--- config.mk ---
export PLATFORM = sky130hd
export DESIGN_NAME = nmea_sentence_parser_top
export DESIGN_NICKNAME = d
export VERILOG_FILES = /design/src/hw/rtl/nsp_pkg.sv /design/src/hw/rtl/nsp_frame.sv /design/src/hw/rtl/nsp_capture.sv /design/src/hw/rtl/nmea_sentence_parser_top.sv
export SDC_FILE = /design/constraint.sdc
export NUM_CORES = 1
export LEC_CHECK = 0
export BUFFER_PORTS_ARGS = -buffer_cell sky130_fd_sc_hd__clkbuf_2
export CORE_ASPECT_RATIO = 0.9
export CORE_MARGIN = 8
export CORE_UTILIZATION = 62
export CTS_BUF_LIST = sky130_fd_sc_hd__clkbuf_16
export DETAILED_ROUTE_END_ITERATION = 6
export GPL_ROUTABILITY_DRIVEN = 1
export GPL_TIMING_DRIVEN = 0
export PLACE_DENSITY = 0.82
export REMOVE_ABC_BUFFERS = 1
export SLEW_MARGIN = 10
export SYNTH_ARGS = -nofsm -noshare
export SYNTH_HDL_FRONTEND = slang
export SYNTH_SLANG_ARGS = --single-unit
--- constraint.sdc ---
create_clock -name aclk -period 10.1 [get_ports aclk]
set_clock_uncertainty 0.15 [all_clocks]
set_input_delay 2.02 -clock aclk [delete_from_list [all_inputs] [get_ports aclk]]
set_output_delay 2.02 -clock aclk [all_outputs]
set_load 0.02 [all_outputs]
--- src/hw/rtl/nsp_pkg.sv ---
// Shared types, character constants and helpers for the NMEA sentence parser.
`default_nettype none

package nsp_pkg;

    localparam int MAX_LEN_DEFAULT = 128;

    localparam logic [7:0] CH_DOLLAR = 8'h24;
    localparam logic [7:0] CH_CR     = 8'h0D;
    localparam logic [7:0] CH_LF     = 8'h0A;
    localparam logic [7:0] CH_COMMA  = 8'h2C;
    localparam logic [7:0] CH_STAR   = 8'h2A;
    localparam logic [7:0] CH_FIX_OK = 8'h41;
    localparam logic [7:0] CH_ZERO   = 8'h30;

    localparam logic [23:0] TAG_RMC = 24'h524D43;
    localparam logic [23:0] TAG_GGA = 24'h474741;

    localparam int TIME_LEN = 9;
    localparam int LAT_LEN  = 10;
    localparam int LON_LEN  = 10;
    localparam int DATE_LEN = 6;

    localparam logic [3:0] FLD_TIME = 4'd1;
    localparam logic [3:0] FLD_STAT = 4'd2;
    localparam logic [3:0] FLD_LAT  = 4'd3;
    localparam logic [3:0] FLD_NS   = 4'd4;
    localparam logic [3:0] FLD_LON  = 4'd5;
    localparam logic [3:0] FLD_EW   = 4'd6;
    localparam logic [3:0] FLD_DATE = 4'd9;
    localparam logic [3:0] FLD_MAX  = 4'd15;

    typedef enum logic [1:0] {
        CODE_OK       = 2'd0,
        CODE_OVERFLOW = 2'd1,
        CODE_CHECKSUM = 2'd2,
        CODE_MISSED   = 2'd3
    } code_t;

    typedef enum logic [1:0] {
        KIND_NONE  = 2'd0,
        KIND_RMC   = 2'd1,
        KIND_GGA   = 2'd2,
        KIND_OTHER = 2'd3
    } kind_t;

    typedef struct packed {
        logic       step;
        logic       clear;
        logic       wr;
        logic [3:0] field;
        logic [3:0] offset;
        logic [7:0] data;
        logic       commit;
    } cap_ctrl_t;

    typedef struct packed {
        logic [7:0]  fix_char;
        logic [7:0]  north_south;
        logic [7:0]  east_west;
        logic [47:0] fix_date;
        logic [63:0] time_head;
        logic [7:0]  time_tail;
        logic [63:0] lat_head;
        logic [15:0] lat_tail;
        logic [63:0] lon_head;
        logic [15:0] lon_tail;
    } fix_fields_t;

    function automatic logic [3:0] hex_value(input logic [7:0] h);
        logic [3:0] v;
        v = 4'd0;
        if (h >= 8'h30 && h <= 8'h39) begin
            v = 4'(h - CH_ZERO);
        end else if (h >= 8'h41 && h <= 8'h46) begin
            v = 4'(h - 8'h37);
        end else if (h >= 8'h61 && h <= 8'h66) begin
            v = 4'(h - 8'h57);
        end
        return v;
    endfunction

endpackage

`default_nettype wire

--- src/hw/rtl/nsp_frame.sv ---
// Frame tracker: count, checksum, type and field position, plus per-character decision.
`default_nettype none

module nsp_frame
    import nsp_pkg::*;
#(
    parameter int MAX_LEN = MAX_LEN_DEFAULT
) (
    input  wire logic       aclk,
    input  wire logic       aresetn,
    input  wire logic       step,
    input  wire logic [7:0] rx_char,
    output cap_ctrl_t       cap_ctrl,
    output code_t           code,
    output kind_t           kind
);

    localparam logic [8:0] LIMIT = 9'(MAX_LEN - 1);

    logic [7:0] count_reg,   count_next;
    logic [7:0] xor_reg,     xor_next;
    logic [7:0] recent_reg [3];
    logic [7:0] recent_next [3];
    logic [7:0] type_reg [3];
    logic [7:0] type_next [3];
    logic [3:0] field_reg,   field_next;
    logic [3:0] offset_reg,  offset_next;

    logic [8:0]  next_pos;
    logic        is_term;
    logic        restart;
    logic [7:0]  pos_eff;
    logic [7:0]  src_xor;
    logic [7:0]  src_r1;
    logic [7:0]  src_r2;
    logic [3:0]  src_field;
    logic [3:0]  src_offset;
    logic [7:0]  calc_sum;
    logic [7:0]  ref_sum;
    logic [23:0] type_word;

    assign next_pos  = {1'b0, count_reg} + 9'd1;
    assign is_term   = (rx_char == CH_CR) || (rx_char == CH_LF);
    assign calc_sum  = xor_reg ^ recent_reg[0] ^ recent_reg[1] ^ recent_reg[2];
    assign ref_sum   = {hex_value(recent_reg[1]), hex_value(recent_reg[2])};
    assign type_word = {type_reg[0], type_reg[1], type_reg[2]};

    always_comb begin
        code        = CODE_OK;
        kind        = KIND_NONE;
        restart     = 1'b0;
        count_next  = count_reg;
        xor_next    = 8'd0;
        recent_next = '{default: 8'd0};
        type_next   = '{default: 8'd0};
        field_next  = 4'd0;
        offset_next = 4'd0;

        cap_ctrl        = '0;
        cap_ctrl.step   = step;
        cap_ctrl.data   = rx_char;

        pos_eff    = count_reg;
        src_xor    = xor_reg;
        src_r1     = recent_reg[1];
        src_r2     = recent_reg[2];
        src_field  = field_reg;
        src_offset = offset_reg;

        if (next_pos > LIMIT) begin
            code           = CODE_OVERFLOW;
            count_next     = 8'd0;
            cap_ctrl.clear = 1'b1;
        end else if (is_term) begin
            count_next     = 8'd0;
            cap_ctrl.clear = 1'b1;
            if (count_reg != 8'd0) begin
                if (count_reg < 8'd4 || calc_sum != ref_sum) begin
                    code = CODE_CHECKSUM;
                end else if (type_word == TAG_RMC) begin
                    kind            = KIND_RMC;
                    cap_ctrl.commit = 1'b1;
                end else if (type_word == TAG_GGA) begin
                    kind = KIND_GGA;
                end else begin
                    kind = KIND_OTHER;
                end
            end
        end else begin
            // restart on a stray dollar: take it as position 0 of a cleared frame
            if (rx_char == CH_DOLLAR && count_reg != 8'd0) begin
                restart        = 1'b1;
                code           = CODE_MISSED;
                cap_ctrl.clear = 1'b1;
                pos_eff        = 8'd0;
                src_xor        = 8'd0;
                src_r1         = 8'd0;
                src_r2         = 8'd0;
                src_field      = 4'd0;
                src_offset     = 4'd0;
                count_next     = 8'd1;
            end else begin
                count_next = next_pos[7:0];
                type_next  = type_reg;
            end
            xor_next       = (pos_eff != 8'd0) ? (src_xor ^ rx_char) : src_xor;
            recent_next[0] = src_r1;
            recent_next[1] = src_r2;
            recent_next[2] = rx_char;
            if (pos_eff >= 8'd3 && pos_eff <= 8'd5) begin
                type_next[2'(pos_eff - 8'd3)] = rx_char;
            end
            if (rx_char == CH_COMMA) begin
                field_next  = (src_field == FLD_MAX) ? src_field : src_field + 4'd1;
                offset_next = 4'd0;
            end else if (rx_char == CH_STAR) begin
                field_next  = FLD_MAX;
                offset_next = 4'd0;
            end else begin
                field_next      = src_field;
                offset_next     = (src_offset == FLD_MAX) ? src_offset : src_offset + 4'd1;
                cap_ctrl.wr     = !restart;
                cap_ctrl.field  = src_field;
                cap_ctrl.offset = src_offset;
            end
        end
    end

    always_ff @(posedge aclk) begin
        if (!aresetn) begin
            count_reg  <= 8'd0;
            xor_reg    <= 8'd0;
            recent_reg <= '{default: 8'd0};
            type_reg   <= '{default: 8'd0};
            field_reg  <= 4'd0;
            offset_reg <= 4'd0;
        end else if (step) begin
            count_reg  <= count_next;
            xor_reg    <= xor_next;
            recent_reg <= recent_next;
            type_reg   <= type_next;
            field_reg  <= field_next;
            offset_reg <= offset_next;
        end
    end

endmodule

`default_nettype wire

--- src/hw/rtl/nsp_capture.sv ---
// Field capture: shadow bytes; fix_char from each valid RMC, other fields only if it is A.
`default_nettype none

module nsp_capture
    import nsp_pkg::*;
(
    input  wire logic  aclk,
    input  wire logic  aresetn,
    input  wire cap_ctrl_t cap_ctrl,
    output fix_fields_t fields
);

    logic [7:0] time_sh_reg [TIME_LEN];
    logic [7:0] lat_sh_reg  [LAT_LEN];
    logic [7:0] lon_sh_reg  [LON_LEN];
    logic [7:0] date_sh_reg [DATE_LEN];
    logic [7:0] stat_sh_reg;
    logic [7:0] ns_sh_reg;
    logic [7:0] ew_sh_reg;

    logic [7:0] time_reg [TIME_LEN];
    logic [7:0] lat_reg  [LAT_LEN];
    logic [7:0] lon_reg  [LON_LEN];
    logic [7:0] date_reg [DATE_LEN];
    logic [7:0] stat_reg;
    logic [7:0] ns_reg;
    logic [7:0] ew_reg;

    logic commit_stat;
    logic commit_all;

    assign commit_stat = cap_ctrl.step && cap_ctrl.commit;
    assign commit_all  = commit_stat && (stat_sh_reg == CH_FIX_OK);

    // shadow captures: clear on any frame end or restart, else write the addressed byte
    always_ff @(posedge aclk) begin
        if (!aresetn || (cap_ctrl.step && cap_ctrl.clear)) begin
            time_sh_reg <= '{default: 8'd0};
            lat_sh_reg  <= '{default: 8'd0};
            lon_sh_reg  <= '{default: 8'd0};
            date_sh_reg <= '{default: 8'd0};
            stat_sh_reg <= 8'd0;
            ns_sh_reg   <= 8'd0;
            ew_sh_reg   <= 8'd0;
        end else if (cap_ctrl.step && cap_ctrl.wr) begin
            for (int i = 0; i < TIME_LEN; i++) begin
                if (cap_ctrl.field == FLD_TIME && cap_ctrl.offset == 4'(i)) begin
                    time_sh_reg[i] <= cap_ctrl.data;
                end
            end
            for (int i = 0; i < LAT_LEN; i++) begin
                if (cap_ctrl.field == FLD_LAT && cap_ctrl.offset == 4'(i)) begin
                    lat_sh_reg[i] <= cap_ctrl.data;
                end
            end
            for (int i = 0; i < LON_LEN; i++) begin
                if (cap_ctrl.field == FLD_LON && cap_ctrl.offset == 4'(i)) begin
                    lon_sh_reg[i] <= cap_ctrl.data;
                end
            end
            for (int i = 0; i < DATE_LEN; i++) begin
                if (cap_ctrl.field == FLD_DATE && cap_ctrl.offset == 4'(i)) begin
                    date_sh_reg[i] <= cap_ctrl.data;
                end
            end
            if (cap_ctrl.field == FLD_STAT && cap_ctrl.offset == 4'd0) begin
                stat_sh_reg <= cap_ctrl.data;
            end
            if (cap_ctrl.field == FLD_NS && cap_ctrl.offset == 4'd0) begin
                ns_sh_reg <= cap_ctrl.data;
            end
            if (cap_ctrl.field == FLD_EW && cap_ctrl.offset == 4'd0) begin
                ew_sh_reg <= cap_ctrl.data;
            end
        end
    end

    always_ff @(posedge aclk) begin
        if (!aresetn) begin
            time_reg <= '{default: 8'd0};
            lat_reg  <= '{default: 8'd0};
            lon_reg  <= '{default: 8'd0};
            date_reg <= '{default: 8'd0};
            stat_reg <= 8'd0;
            ns_reg   <= 8'd0;
            ew_reg   <= 8'd0;
        end else begin
            if (commit_stat) begin
                stat_reg <= stat_sh_reg;
            end
            if (commit_all) begin
                time_reg <= time_sh_reg;
                lat_reg  <= lat_sh_reg;
                lon_reg  <= lon_sh_reg;
                date_reg <= date_sh_reg;
                ns_reg   <= ns_sh_reg;
                ew_reg   <= ew_sh_reg;
            end
        end
    end

    assign fields.fix_char    = stat_reg;
    assign fields.north_south = ns_reg;
    assign fields.east_west   = ew_reg;
    assign fields.fix_date    = {date_reg[0], date_reg[1], date_reg[2],
                                 date_reg[3], date_reg[4], date_reg[5]};
    assign fields.time_head   = {time_reg[0], time_reg[1], time_reg[2], time_reg[3],
                                 time_reg[4], time_reg[5], time_reg[6], time_reg[7]};
    assign fields.time_tail   = time_reg[8];
    assign fields.lat_head    = {lat_reg[0], lat_reg[1], lat_reg[2], lat_reg[3],
                                 lat_reg[4], lat_reg[5], lat_reg[6], lat_reg[7]};
    assign fields.lat_tail    = {lat_reg[8], lat_reg[9]};
    assign fields.lon_head    = {lon_reg[0], lon_reg[1], lon_reg[2], lon_reg[3],
                                 lon_reg[4], lon_reg[5], lon_reg[6], lon_reg[7]};
    assign fields.lon_tail    = {lon_reg[8], lon_reg[9]};

endmodule

`default_nettype wire

--- src/hw/rtl/nmea_sentence_parser_top.sv ---
// Top level of the NMEA sentence parser: stream ports, input and result registers.
`default_nettype none

// Channel  Dir  Width       Contents
// s_       in   8           rx_char, one received character per transfer
// m_       out  312 + 2     code and stored fix fields on tdata, sentence_kind on tuser
//
// Each character yields exactly one result transfer, through the input register and then the result register.
// One character per cycle is sustained while m_tready stays high; the frame state updates as each character advances.
// Synchronous active-low reset clears the frame state and the stored fields to zero.
// A stalled result holds the input register; s_tready drops only when both are full.

module nmea_sentence_parser_top
    import nsp_pkg::*;
#(
    parameter int MAX_LEN = MAX_LEN_DEFAULT
) (
    input  wire logic         aclk,
    input  wire logic         aresetn,
    input  wire logic         s_tvalid,
    output logic              s_tready,
    input  wire logic [7:0]   s_tdata,   // [7:0] rx_char
    output logic              m_tvalid,
    input  wire logic         m_tready,
    // [1:0] code, [9:2] fix_char, [17:10] north_south, [25:18] east_west,
    // [73:26] fix_date, [137:74] time_head, [145:138] time_tail,
    // [209:146] lat_head, [225:210] lat_tail, [289:226] lon_head,
    // [305:290] lon_tail, [311:306] zero
    output logic [311:0]      m_tdata,
    output logic [1:0]        m_tuser    // [1:0] sentence_kind
);

    logic        in_valid_reg;
    logic [7:0]  in_char_reg;
    logic        out_valid_reg;
    code_t       code_reg;
    kind_t       kind_reg;
    logic        advance;
    code_t       code_next;
    kind_t       kind_next;
    cap_ctrl_t   cap_ctrl;
    fix_fields_t fields;

    assign advance  = in_valid_reg && (!out_valid_reg || m_tready);
    assign s_tready = !in_valid_reg || advance;
    assign m_tvalid = out_valid_reg;

    always_ff @(posedge aclk) begin
        if (!aresetn) begin
            in_valid_reg <= 1'b0;
        end else if (s_tvalid && s_tready) begin
            in_valid_reg <= 1'b1;
        end else if (advance) begin
            in_valid_reg <= 1'b0;
        end
    end

    always_ff @(posedge aclk) begin
        if (s_tvalid && s_tready) begin
            in_char_reg <= s_tdata;
        end
    end

    always_ff @(posedge aclk) begin
        if (!aresetn) begin
            out_valid_reg <= 1'b0;
        end else if (advance) begin
            out_valid_reg <= 1'b1;
        end else if (m_tready) begin
            out_valid_reg <= 1'b0;
        end
    end

    always_ff @(posedge aclk) begin
        if (advance) begin
            code_reg <= code_next;
            kind_reg <= kind_next;
        end
    end

    nsp_frame #(
        .MAX_LEN (MAX_LEN)
    ) u_frame (
        .aclk     (aclk),
        .aresetn  (aresetn),
        .step     (advance),
        .rx_char  (in_char_reg),
        .cap_ctrl (cap_ctrl),
        .code     (code_next),
        .kind     (kind_next)
    );

    nsp_capture u_capture (
        .aclk     (aclk),
        .aresetn  (aresetn),
        .cap_ctrl (cap_ctrl),
        .fields   (fields)
    );

    assign m_tdata = {6'd0,
                      fields.lon_tail, fields.lon_head,
                      fields.lat_tail, fields.lat_head,
                      fields.time_tail, fields.time_head,
                      fields.fix_date, fields.east_west,
                      fields.north_south, fields.fix_char,
                      code_reg};
    assign m_tuser = kind_reg;

    // a completed sentence kind is only reported with a clean code
    assert property (@(posedge aclk) disable iff (!aresetn)
        out_valid_reg && kind_reg != KIND_NONE |-> code_reg == CODE_OK)
        else $error("sentence kind reported with error code");

    // stored fields change only on a result that reports an RMC sentence
    assert property (@(posedge aclk) disable iff (!aresetn)
        !$stable(fields) |-> out_valid_reg && kind_reg == KIND_RMC)
        else $error("stored fields changed without an RMC result");

    // input stalls only when both the input and result registers are occupied
    assert property (@(posedge aclk) disable iff (!aresetn)
        !s_tready |-> in_valid_reg && out_valid_reg && !m_tready)
        else $error("input stalled with free space");

    // a held input character is not lost while the result side stalls
    assert property (@(posedge aclk) disable iff (!aresetn)
        in_valid_reg && !advance |=> in_valid_reg && $stable(in_char_reg))
        else $error("held input character lost");

endmodule

`default_nettype wire
Yosys cells after proc, flatten, opt, wreduce, memory -nomap -nowiden
Cells that the tools add are included.

Add/subtract/negate cells: 10. Magnitude comparators: 18. Equality and inequality tests: 27. Multiplexer cells: 71. Bitwise logic cells: 7. Reductions and logical operators: 107.

Operator list (count): $mux W24 (8); $mux W8 (15); $mux W4 (22); $reduce_and A2 Y1 (38); $logic_and A1 B1 Y1 (53); $eq A24 B23 Y1 const B (2); $mux W9 (4); $ge A8 B7 Y1 const B (4); $le A8 B7 Y1 const B (4); $xor A8 B8 Y8 (4); $eq A4 B3 Y1 const B (7); $bwmux W24 (1); $eq A8 B6 Y1 const B (3); $eq A4 B4 Y1 const B (5); $demux W8 S2 (1); $eq A4 B2 Y1 const B (4); $eq A8 B4 Y1 const B (2); $ge A8 B6 Y1 const B (2); $le A8 B6 Y1 const B (2); $mux W1 (16); $reduce_bool A8 Y1 (2); $sub A4 B3 Y4 const B (4); $add A8 B1 Y9 const B (1); $gt A9 B7 Y1 const B (1); 20 further kinds (35).

Flip-flop bits (word level): 694. Output and inout port bits: 316. Word-level logic and storage cells: 332.

Longest topological paths before layout
Gate-level depths: netlist of run 1.

Depth in word-level cells: 15. Gate-level depth with buffers: 16.

Hierarchy
From an unflattened synthesis of run 1, not the netlist that was laid out.

Cells, all modules: 3000. Area total of the unflattened synthesis: 28557.4 µm².

Modules (own cells, without submodules): nsp_capture (instances 1, cells an instance 2516, area an instance 23909.2 µm²); nsp_frame (instances 1, cells an instance 456, area an instance 4135.2 µm²); nmea_sentence_parser_top (instances 1, cells an instance 28, area an instance 513.0 µm²).

Worst setup path before layout of run 1
OpenSTA, ideal clock, no wires.

Kind: input-to-output. Start: input m_tready. End: output s_tready. Data arrival time: 2.347 ns. Required time: 7.930 ns. Slack: 5.583 ns. Stages: 2. Cells stage by stage: nor2b_1 nand2_1.

Longest elaborated chain between the ends: 3.

RTL lines: start: declaration (RTL line nmea_sentence_parser_top.sv:24) `input wire logic m_tready,`; $logic_or A1 B1 Y1 (RTL line nmea_sentence_parser_top.sv:44) `assign advance = in_valid_reg && (!out_valid_reg || m_tready);`; $logic_and A1 B1 Y1 (RTL line nmea_sentence_parser_top.sv:44); $logic_or A1 B1 Y1 (RTL line nmea_sentence_parser_top.sv:45) `assign s_tready = !in_valid_reg || advance;`; end: declaration (RTL line nmea_sentence_parser_top.sv:21) `output logic s_tready,`.

No other way between the ends.

Final worst setup path of run 1
Start: input m_tready. End: register u_capture.time_reg, in the netlist u_capture.fields[215].

Longest elaborated chain between the ends: 4.

RTL lines: $logic_or A1 B1 Y1 (RTL line nmea_sentence_parser_top.sv:44); $logic_and A1 B1 Y1 (RTL line nmea_sentence_parser_top.sv:44); $logic_and A1 B1 Y1 (RTL line nsp_capture.sv:32) `assign commit_stat = cap_ctrl.step && cap_ctrl.commit;`; $logic_and A1 B1 Y1 (RTL line nsp_capture.sv:33) `assign commit_all = commit_stat && (stat_sh_reg == CH_FIX_OK);`; end signal: assignment (RTL line nsp_capture.sv:92) `time_reg <= time_sh_reg;`; end: declaration (RTL line nsp_capture.sv:21) `logic [7:0] time_reg [TIME_LEN];`.

No other way between the ends. A chain may end at the register's enable or synchronous reset.

==> results of run 1 <==
[cells by family after synthesis]
| kind of cell | share of synthesized area |
|---|---|
| adders and majority gates | 0.00569 |
| and+or+nand+nor | 0.190 |
| AOI/OAI and AO/OA | 0.138 |
| other | 0.000131 |
| muxes | 0.111 |
| xor gates and xnor gates | 0.00858 |
| DFF | 0.490 |
| buffers and inverters | 0.0565 |
[worst max-delay path: stages]
cell	delay [ns]
clkbuf_2	0.09
nand2b_1	0.23
nand2_2	0.25
buf_12	0.26
clkinv_2	0.49
nand4_1	0.20
nor4_2	0.48
buf_4	0.29
buf_2	0.24
buf_2	0.21
buf_4	0.18
buf_2	0.22
buf_4	0.21
buf_4	0.17
buf_2	0.23
buf_4	0.21
buf_4	0.19
buf_2	0.25
mux2i_1	0.21
[power breakdown]
| part | internal, W | switching (W) |
|---|---|---|
| Sequential | 0.00275 | 0.0000186 |
| Clock | 0.00133 | 0.00104 |
| Combinational | 0.0000649 | 0.000153 |
[per-layer routing]
| layer | vias up | share of wire | wire, um | global-route usage |
|---|---|---|---|---|
| met5 | - | 0 | 0 | 0 |
| met4 | 0 | 0.036 | 3080 | 0.121 |
| met3 | 246 | 0.10 | 8570 | 0.0778 |
| met2 | 1390 | 0.47 | 39700 | 0.501 |
| met1 | 12300 | 0.39 | 33400 | 0.375 |
| li1 | 11800 | - | - | - |
[cells in the final DEF, fill, tap and decap left out, drive strengths merged, types with 7 or more instances in the layout]
cell type,n
nor3,18
clkinv,25
xnor2,20
and3,8
nand2b,10
a22oi,30
mux2i,315
inv,25
nand3,327
clkbuf,393
nor3b,12
xor2,8
nor2b,40
a21oi,327
ha,13
nor2,45
nand2,689
edfxtp,12
buf,126
nand4,10
a21boi,14
dfxtp,682
nor4,7
o21a,10
o21ai,304
[worst min path at each step]
stage                                               endpoint  slack [ns]
after global placement     u_capture.fields[28]$_SDFFE_PN0P_        0.29
after floorplan             u_capture.ew_reg[0]$_SDFFE_PN0P_        0.28
final                      u_capture.fields[90]$_SDFFE_PN0P_        0.30
after CTS                  u_capture.fields[90]$_SDFFE_PN0P_        0.30
after global routing      u_capture.fields[105]$_SDFFE_PN0P_        0.31
after detailed placement   u_capture.fields[24]$_SDFFE_PN0P_        0.29
[area by class of cell]
cell class / count / share of cell area
clock buffers: 72 / 0.0542
clock inverters: 41 / 0.00662
inverters: 11 / 0.00128
multi-input cells: 2299 / 0.393
flip-flops and latches: 694 / 0.421
well taps: 608 / 0.0229
repair buffers: 447 / 0.101
[metrics by stage]
| step | cells | power (W) | util |
|---|---|---|---|
| finish | 4172 | 0.00536 | 0.732 |
| global route | 4172 | 0.00549 | 0.732 |
| CTS | 4172 | 0.00536 | 0.732 |
| detailed placement | 4059 | 0.00304 | 0.687 |
| global placement | 3933 | 0.00299 | 0.647 |
| floorplan | 3004 | 0.00290 | - |
==> impl_metrics.env, run 1 <==
export IMPL_postSynthAreaPerCell_um2=8.58
export IMPL_core_um2=45500
export IMPL_min_period_ns=6.33
export IMPL_drive_above_1_share=0.160
export IMPL_end_kind="flop"
export IMPL_dp_hpwl_um=56100
export IMPL_largest_reg_flops=280
export IMPL_path_class="in -> reg"
export IMPL_worstHoldStart="u_capture.lat_sh_reg[10]$_SDFFE_PP0P_"
export IMPL_yosysWarnings=0
export IMPL_netlist_area_leader_share=0.478
export IMPL_place_congestion=0.847
export IMPL_cts_sinks=694
export IMPL_drt_iter0_drc=3027
export IMPL_crit_fanout=48
export IMPL_clk_pin_slew_ns=0.06
export IMPL_fmax_mhz=158
export IMPL_die_area_um2=53200
export IMPL_finalWorstSetupSlack_ns=3.77
export IMPL_synth_flop_cell="dfxtp_1"
export IMPL_r2r_cells=20
export IMPL_clock_root_buffer="clkbuf_16"
export IMPL_viasPerCell=6.17
export IMPL_antenna_cells=0
export IMPL_stdcell_area_um2=33300
export IMPL_relSlewSlack=0.176
export IMPL_cts_resized=0
export IMPL_r2r_end="u_capture.fields[215]$_SDFFE_PN0P_"
export IMPL_rr_startpoint="u_frame.recent_reg[1]$_SDFFE_PN0P_"
export IMPL_nNetsFinal=3546
export IMPL_setup_worst_path_end="u_capture.fields[215]$_SDFFE_PN0P_"
export IMPL_grt_overflow=0
export IMPL_power_density_nw_per_um2=161
export IMPL_final_setup_tns_ns=0
export IMPL_antenna_found_initial=0
export IMPL_regArea_um2=14000
export IMPL_maxCapViolations=0
export IMPL_critPathLaunch="m_tready"
export IMPL_cts_tree="built"
export IMPL_clock_latency_ns=0.60
export IMPL_finalCritPeriodShare=0.627
export IMPL_first_pass_iters=7
export IMPL_postCtsSetupRepairBufs=0
export IMPL_min_path_type="reg -> reg"
export IMPL_whs_ns=0.296
export IMPL_ys_types=79
export IMPL_multiInputGateArea_um2=13100
export IMPL_chipHeight_um=220
export IMPL_tightest_slew_ns=1.23
export IMPL_synthArstFlopShare=0
export IMPL_synth_enable_flop_cells=12
export IMPL_hold_violations=0
export IMPL_chipWidth_um=242
export IMPL_finalWirelength_um=84700
export IMPL_ant_nets=0
export IMPL_arrival_ns=6.69
export IMPL_dp_slack_ns=3.31
export IMPL_grt_pass1_vias=25400
export IMPL_ioPinCount=328
export IMPL_status="completed"
export IMPL_grt_start_max_net_pins=142
export IMPL_peakVddDrop_mv=0.114
export IMPL_synthCells=3332
export IMPL_numPortBuffers=321
export IMPL_regToRegSetupSlack_ns=4.29
export IMPL_grtUsageTotal=0.302
export IMPL_cts_made_buffers=68
export IMPL_synthTopCellsByCount="nand2_1, dfxtp_1, a21oi_1, nand3_1, mux2i_1"
export IMPL_required_ns=10.46
export IMPL_fill_cells=3147
export IMPL_ys_ff_latch=694
export IMPL_hold_path_depth=2
export IMPL_drc=0
export IMPL_seq_area_frac_synth=0.490
export IMPL_initial_core_util=0.629
export IMPL_rsz0062_at_grt="false"
export IMPL_rows=74
export IMPL_cts_htree_levels=3
export IMPL_wire_per_inst_um=20.3
export IMPL_yosysMostFrequentCell="nand2_1"
export IMPL_area_delta_synth_final_pct=16.4
export IMPL_postCtsHoldBufs=0
export IMPL_vias=25700
export IMPL_drv_slew=0
export IMPL_dpl_cell_area_um2=31200
export IMPL_setup_violations=0
export IMPL_grt_first_pass_wirelength_um=134000
export IMPL_synth_top_area_cell="dfxtp_1"
export IMPL_synth_area_leaders="dfxtp_1, mux2i_1, nand2_1"
export IMPL_p_leak_nw=11.6
export IMPL_syn_area_um2=28600
export IMPL_start_kind="input port"
export IMPL_max_clock_path_buffers=3
Note: power is estimated with default switching activity, not from simulation.
==> inputs of run 2 (changes only) <==
--- a/config.mk
+++ b/config.mk
@@ -5,15 +5,16 @@
 export SDC_FILE = /design/constraint.sdc
 export NUM_CORES = 1
 export LEC_CHECK = 0
+export ABC_AREA = 1
 export BUFFER_PORTS_ARGS = -buffer_cell sky130_fd_sc_hd__clkbuf_2
 export CORE_ASPECT_RATIO = 0.9
 export CORE_MARGIN = 8
-export CORE_UTILIZATION = 62
+export CORE_UTILIZATION = 53
 export CTS_BUF_LIST = sky130_fd_sc_hd__clkbuf_16
 export DETAILED_ROUTE_END_ITERATION = 6
 export GPL_ROUTABILITY_DRIVEN = 1
 export GPL_TIMING_DRIVEN = 0
-export PLACE_DENSITY = 0.82
+export PLACE_DENSITY = 0.74
 export REMOVE_ABC_BUFFERS = 1
 export SLEW_MARGIN = 10
 export SYNTH_ARGS = -nofsm -noshare
==> constraint.sdc (replaced) <==
create_clock -name aclk -period 5.05 [get_ports aclk]
set_clock_uncertainty 0.15 [all_clocks]
set_input_delay 1.01 -clock aclk [delete_from_list [all_inputs] [get_ports aclk]]
set_output_delay 1.01 -clock aclk [all_outputs]
set_load 0.02 [all_outputs]
==> impl_metrics.env, run 2 <==
export IMPL_required_ns=5.40
export IMPL_drt_iter0_drc=2676
export IMPL_relSlewSlack=0.330
export IMPL_maxCapViolations=0
export IMPL_cts_sinks=694
export IMPL_finalWirelength_um=84100
export IMPL_ant_nets=0
export IMPL_arrival_ns=5.17
export IMPL_clock_latency_ns=0.62
export IMPL_drive_above_1_share=0.117
export IMPL_ys_types=41
export IMPL_largest_reg_flops=280
export IMPL_synthArstFlopShare=0
export IMPL_postCtsHoldBufs=0
export IMPL_fill_cells=5066
export IMPL_chipWidth_um=265
export IMPL_finalWorstSetupSlack_ns=0.230
export IMPL_regArea_um2=14000
export IMPL_numPortBuffers=321
export IMPL_clock_root_buffer="clkbuf_16"
export IMPL_layout_commonest_cell="nand2_1"
export IMPL_max_clock_path_buffers=3
export IMPL_cts_made_buffers=73
export IMPL_crit_fanout=31
export IMPL_p_leak_nw=17.8
export IMPL_drc=0
export IMPL_first_pass_iters=5
export IMPL_grt_first_pass_wirelength_um=132000
export IMPL_switchingPower_w=0.00270
export IMPL_multiInputGateArea_um2=12800
export IMPL_critPathLaunch="in_char_reg[2]$_DFFE_PP_"
export IMPL_viasPerCell=5.02
export IMPL_rows=82
export IMPL_nNetsFinal=4628
export IMPL_synth_top_area_cell="dfxtp_1"
export IMPL_path_class="reg -> reg"
export IMPL_synth_area_leaders="dfxtp_1, nand2_1, nor2_1"
export IMPL_core_um2=55400
export IMPL_place_congestion=0.861
export IMPL_pwr_share_clk=0.460
export IMPL_r2r_end="u_capture.time_sh_reg[32]$_SDFFE_PP0P_"
export IMPL_wire_per_inst_um=15.7
export IMPL_grtUsageTotal=0.255
export IMPL_finalCritPeriodShare=0.955
export IMPL_grt_start_max_net_pins=112
export IMPL_power_density_nw_per_um2=331
export IMPL_setup_violations=0
export IMPL_synth_enable_flop_cells=12
export IMPL_initial_core_util=0.534
export IMPL_synth_flop_cell="dfxtp_1"
export IMPL_dpl_cell_area_um2=31600
export IMPL_p_comb_frac=0.048
export IMPL_drv_slew=0
export IMPL_postSynthAreaPerCell_um2=6.69
export IMPL_netlist_area_leader_share=0.461
export IMPL_min_path_type="reg -> reg"
export IMPL_r2r_cells=13
export IMPL_yosysWarnings=0
export IMPL_cts_tree="built"
export IMPL_layout_common_cells="nand2_1, nor2_1, dfxtp_1, inv_1, clkbuf_2"
export IMPL_synthTopCellsByCount="nand2_1, nor2_1, dfxtp_1, inv_1, nand3_1"
export IMPL_rsz0062_at_grt="false"
export IMPL_ioPinCount=328
export IMPL_seq_area_frac_synth=0.473
export IMPL_ys_ff_latch=694
export IMPL_die_area_um2=63700
export IMPL_antenna_cells=0
export IMPL_area_delta_synth_final_pct=15.5
export IMPL_finalNonFillerCells=5374
export IMPL_grt_pass1_vias=24400
export IMPL_finish_utilization=0.617
export IMPL_start_kind="flop"
export IMPL_clk_pin_slew_ns=0.06
export IMPL_p_seq_frac=0.492
export IMPL_chipHeight_um=240
export IMPL_syn_area_um2=29600
export IMPL_hold_violations=0
export IMPL_yosysMostFrequentCell="nand2_1"
export IMPL_end_kind="flop"
export IMPL_grt_overflow=0
export IMPL_antenna_found_initial=0
export IMPL_dp_slack_ns=-1.27
export IMPL_tightest_slew_ns=1.00
export IMPL_stdcell_area_um2=34200
export IMPL_setup_worst_path_end="u_capture.time_sh_reg[32]$_SDFFE_PP0P_"
export IMPL_synthCells=4428
export IMPL_vias=27000
export IMPL_cts_htree_levels=3
export IMPL_p_int_w=0.00860
export IMPL_peakVddDrop_mv=0.274
export IMPL_rr_startpoint="in_char_reg[2]$_DFFE_PP_"
export IMPL_min_period_ns=4.82
export IMPL_dp_hpwl_um=49600
export IMPL_dp_cells=5227
export IMPL_regToRegSetupSlack_ns=0.23
export IMPL_swShare=0.239
export IMPL_status="completed"
export IMPL_fmax_mhz=207
[run 2: power groups by stage]
stage / logic (W) / registers, W / clock network, W
3_3_place_gp: 0.000518 / 0.00571 / 0
4_1_cts: 0.000537 / 0.00556 / 0.00528
2_1_floorplan: 0.000327 / 0.00568 / 0
5_1_grt: 0.000597 / 0.00556 / 0.00550
3_5_place_dp: 0.000493 / 0.00570 / 0
6_report: 0.000546 / 0.00556 / 0.00519
[run 2: timing repair]
item	in CTS	in global routing
pin swaps	1	2
setup buffers	12	1
gates cloned	1	1
endpoints found under the setup margin	304	200
gates resized for setup	11	14
hold endpoints to repair	0	0
[run 2: layer usage]
layer	part of all wire	GRT usage	up-vias
li1	-	-	13800
met1	0.46	0.343	12200
met2	0.45	0.412	858
met3	0.068	0.0478	150
met4	0.026	0.0815	0
met5	0	0	-
[run 2: worst min path at each step]
stage                                           startpoint                                endpoint  slack [ns]  cells past startpoint
floorplan           u_capture.date_sh_reg[10]$_SDFFE_PP0P_  u_capture.date_sh_reg[10]$_SDFFE_PP0P_        0.29                      2
global placement    u_capture.date_sh_reg[26]$_SDFFE_PP0P_  u_capture.date_sh_reg[26]$_SDFFE_PP0P_        0.30                      2
detailed placement      u_frame.offset_reg[1]$_SDFFE_PN0P_      u_frame.offset_reg[1]$_SDFFE_PN0P_        0.31                      2
CTS                     u_frame.offset_reg[1]$_SDFFE_PN0P_      u_frame.offset_reg[1]$_SDFFE_PN0P_        0.32                      2
global route            u_frame.offset_reg[1]$_SDFFE_PN0P_      u_frame.offset_reg[1]$_SDFFE_PN0P_        0.33                      2
finish                  u_frame.offset_reg[1]$_SDFFE_PN0P_      u_frame.offset_reg[1]$_SDFFE_PN0P_        0.31                      2
[run 2: cell families (layout without fill, tap and decap cells)]
logic type | Yosys count | after routing | share of synthesized area
simple gates | 2704 | 2706 | 0.367
buf+inv | 740 | 965 | 0.0992
flops | 694 | 694 | 0.473
compound gates | 248 | 248 | 0.0462
xor+xnor | 28 | 28 | 0.00828
fa+ha+maj | 13 | 13 | 0.00549
other cells | 1 | 6 | 0.000127
[run 2: through the flow]
stage / total power, W / setup TNS (ns) / hold slack (ns)
3_5_place_dp: 0.00619 / -307.37 / 0.307
3_3_place_gp: 0.00623 / -7322.48 / 0.299
2_1_floorplan: 0.00601 / -2894.15 / 0.291
5_1_grt: 0.0117 / 0 / 0.334
6_report: 0.0113 / 0 / 0.315
4_1_cts: 0.0114 / 0 / 0.316
[run 2: layout make-up]
type	instances	area share
multi-input combinational	3001	0.373
tap	714	0.0261
clock inverter	56	0.0112
inverter	471	0.0531
sequential	694	0.410
clock buffer	76	0.0556
timing repair buffer	362	0.0709
[run 2: worst max-delay path, cell delays in order (launching register included)]
cell	delay (ns)
edfxtp_1	0.75
buf_16	0.31
inv_4	0.42
nor3_1	0.19
nand3_4	0.40
nand3_1	0.12
nor2_1	0.21
nand3_4	0.21
nor2_4	0.51
nand2_4	0.33
inv_4	0.43
nand2_1	0.36
nor2_1	0.20
nor2_1	0.07
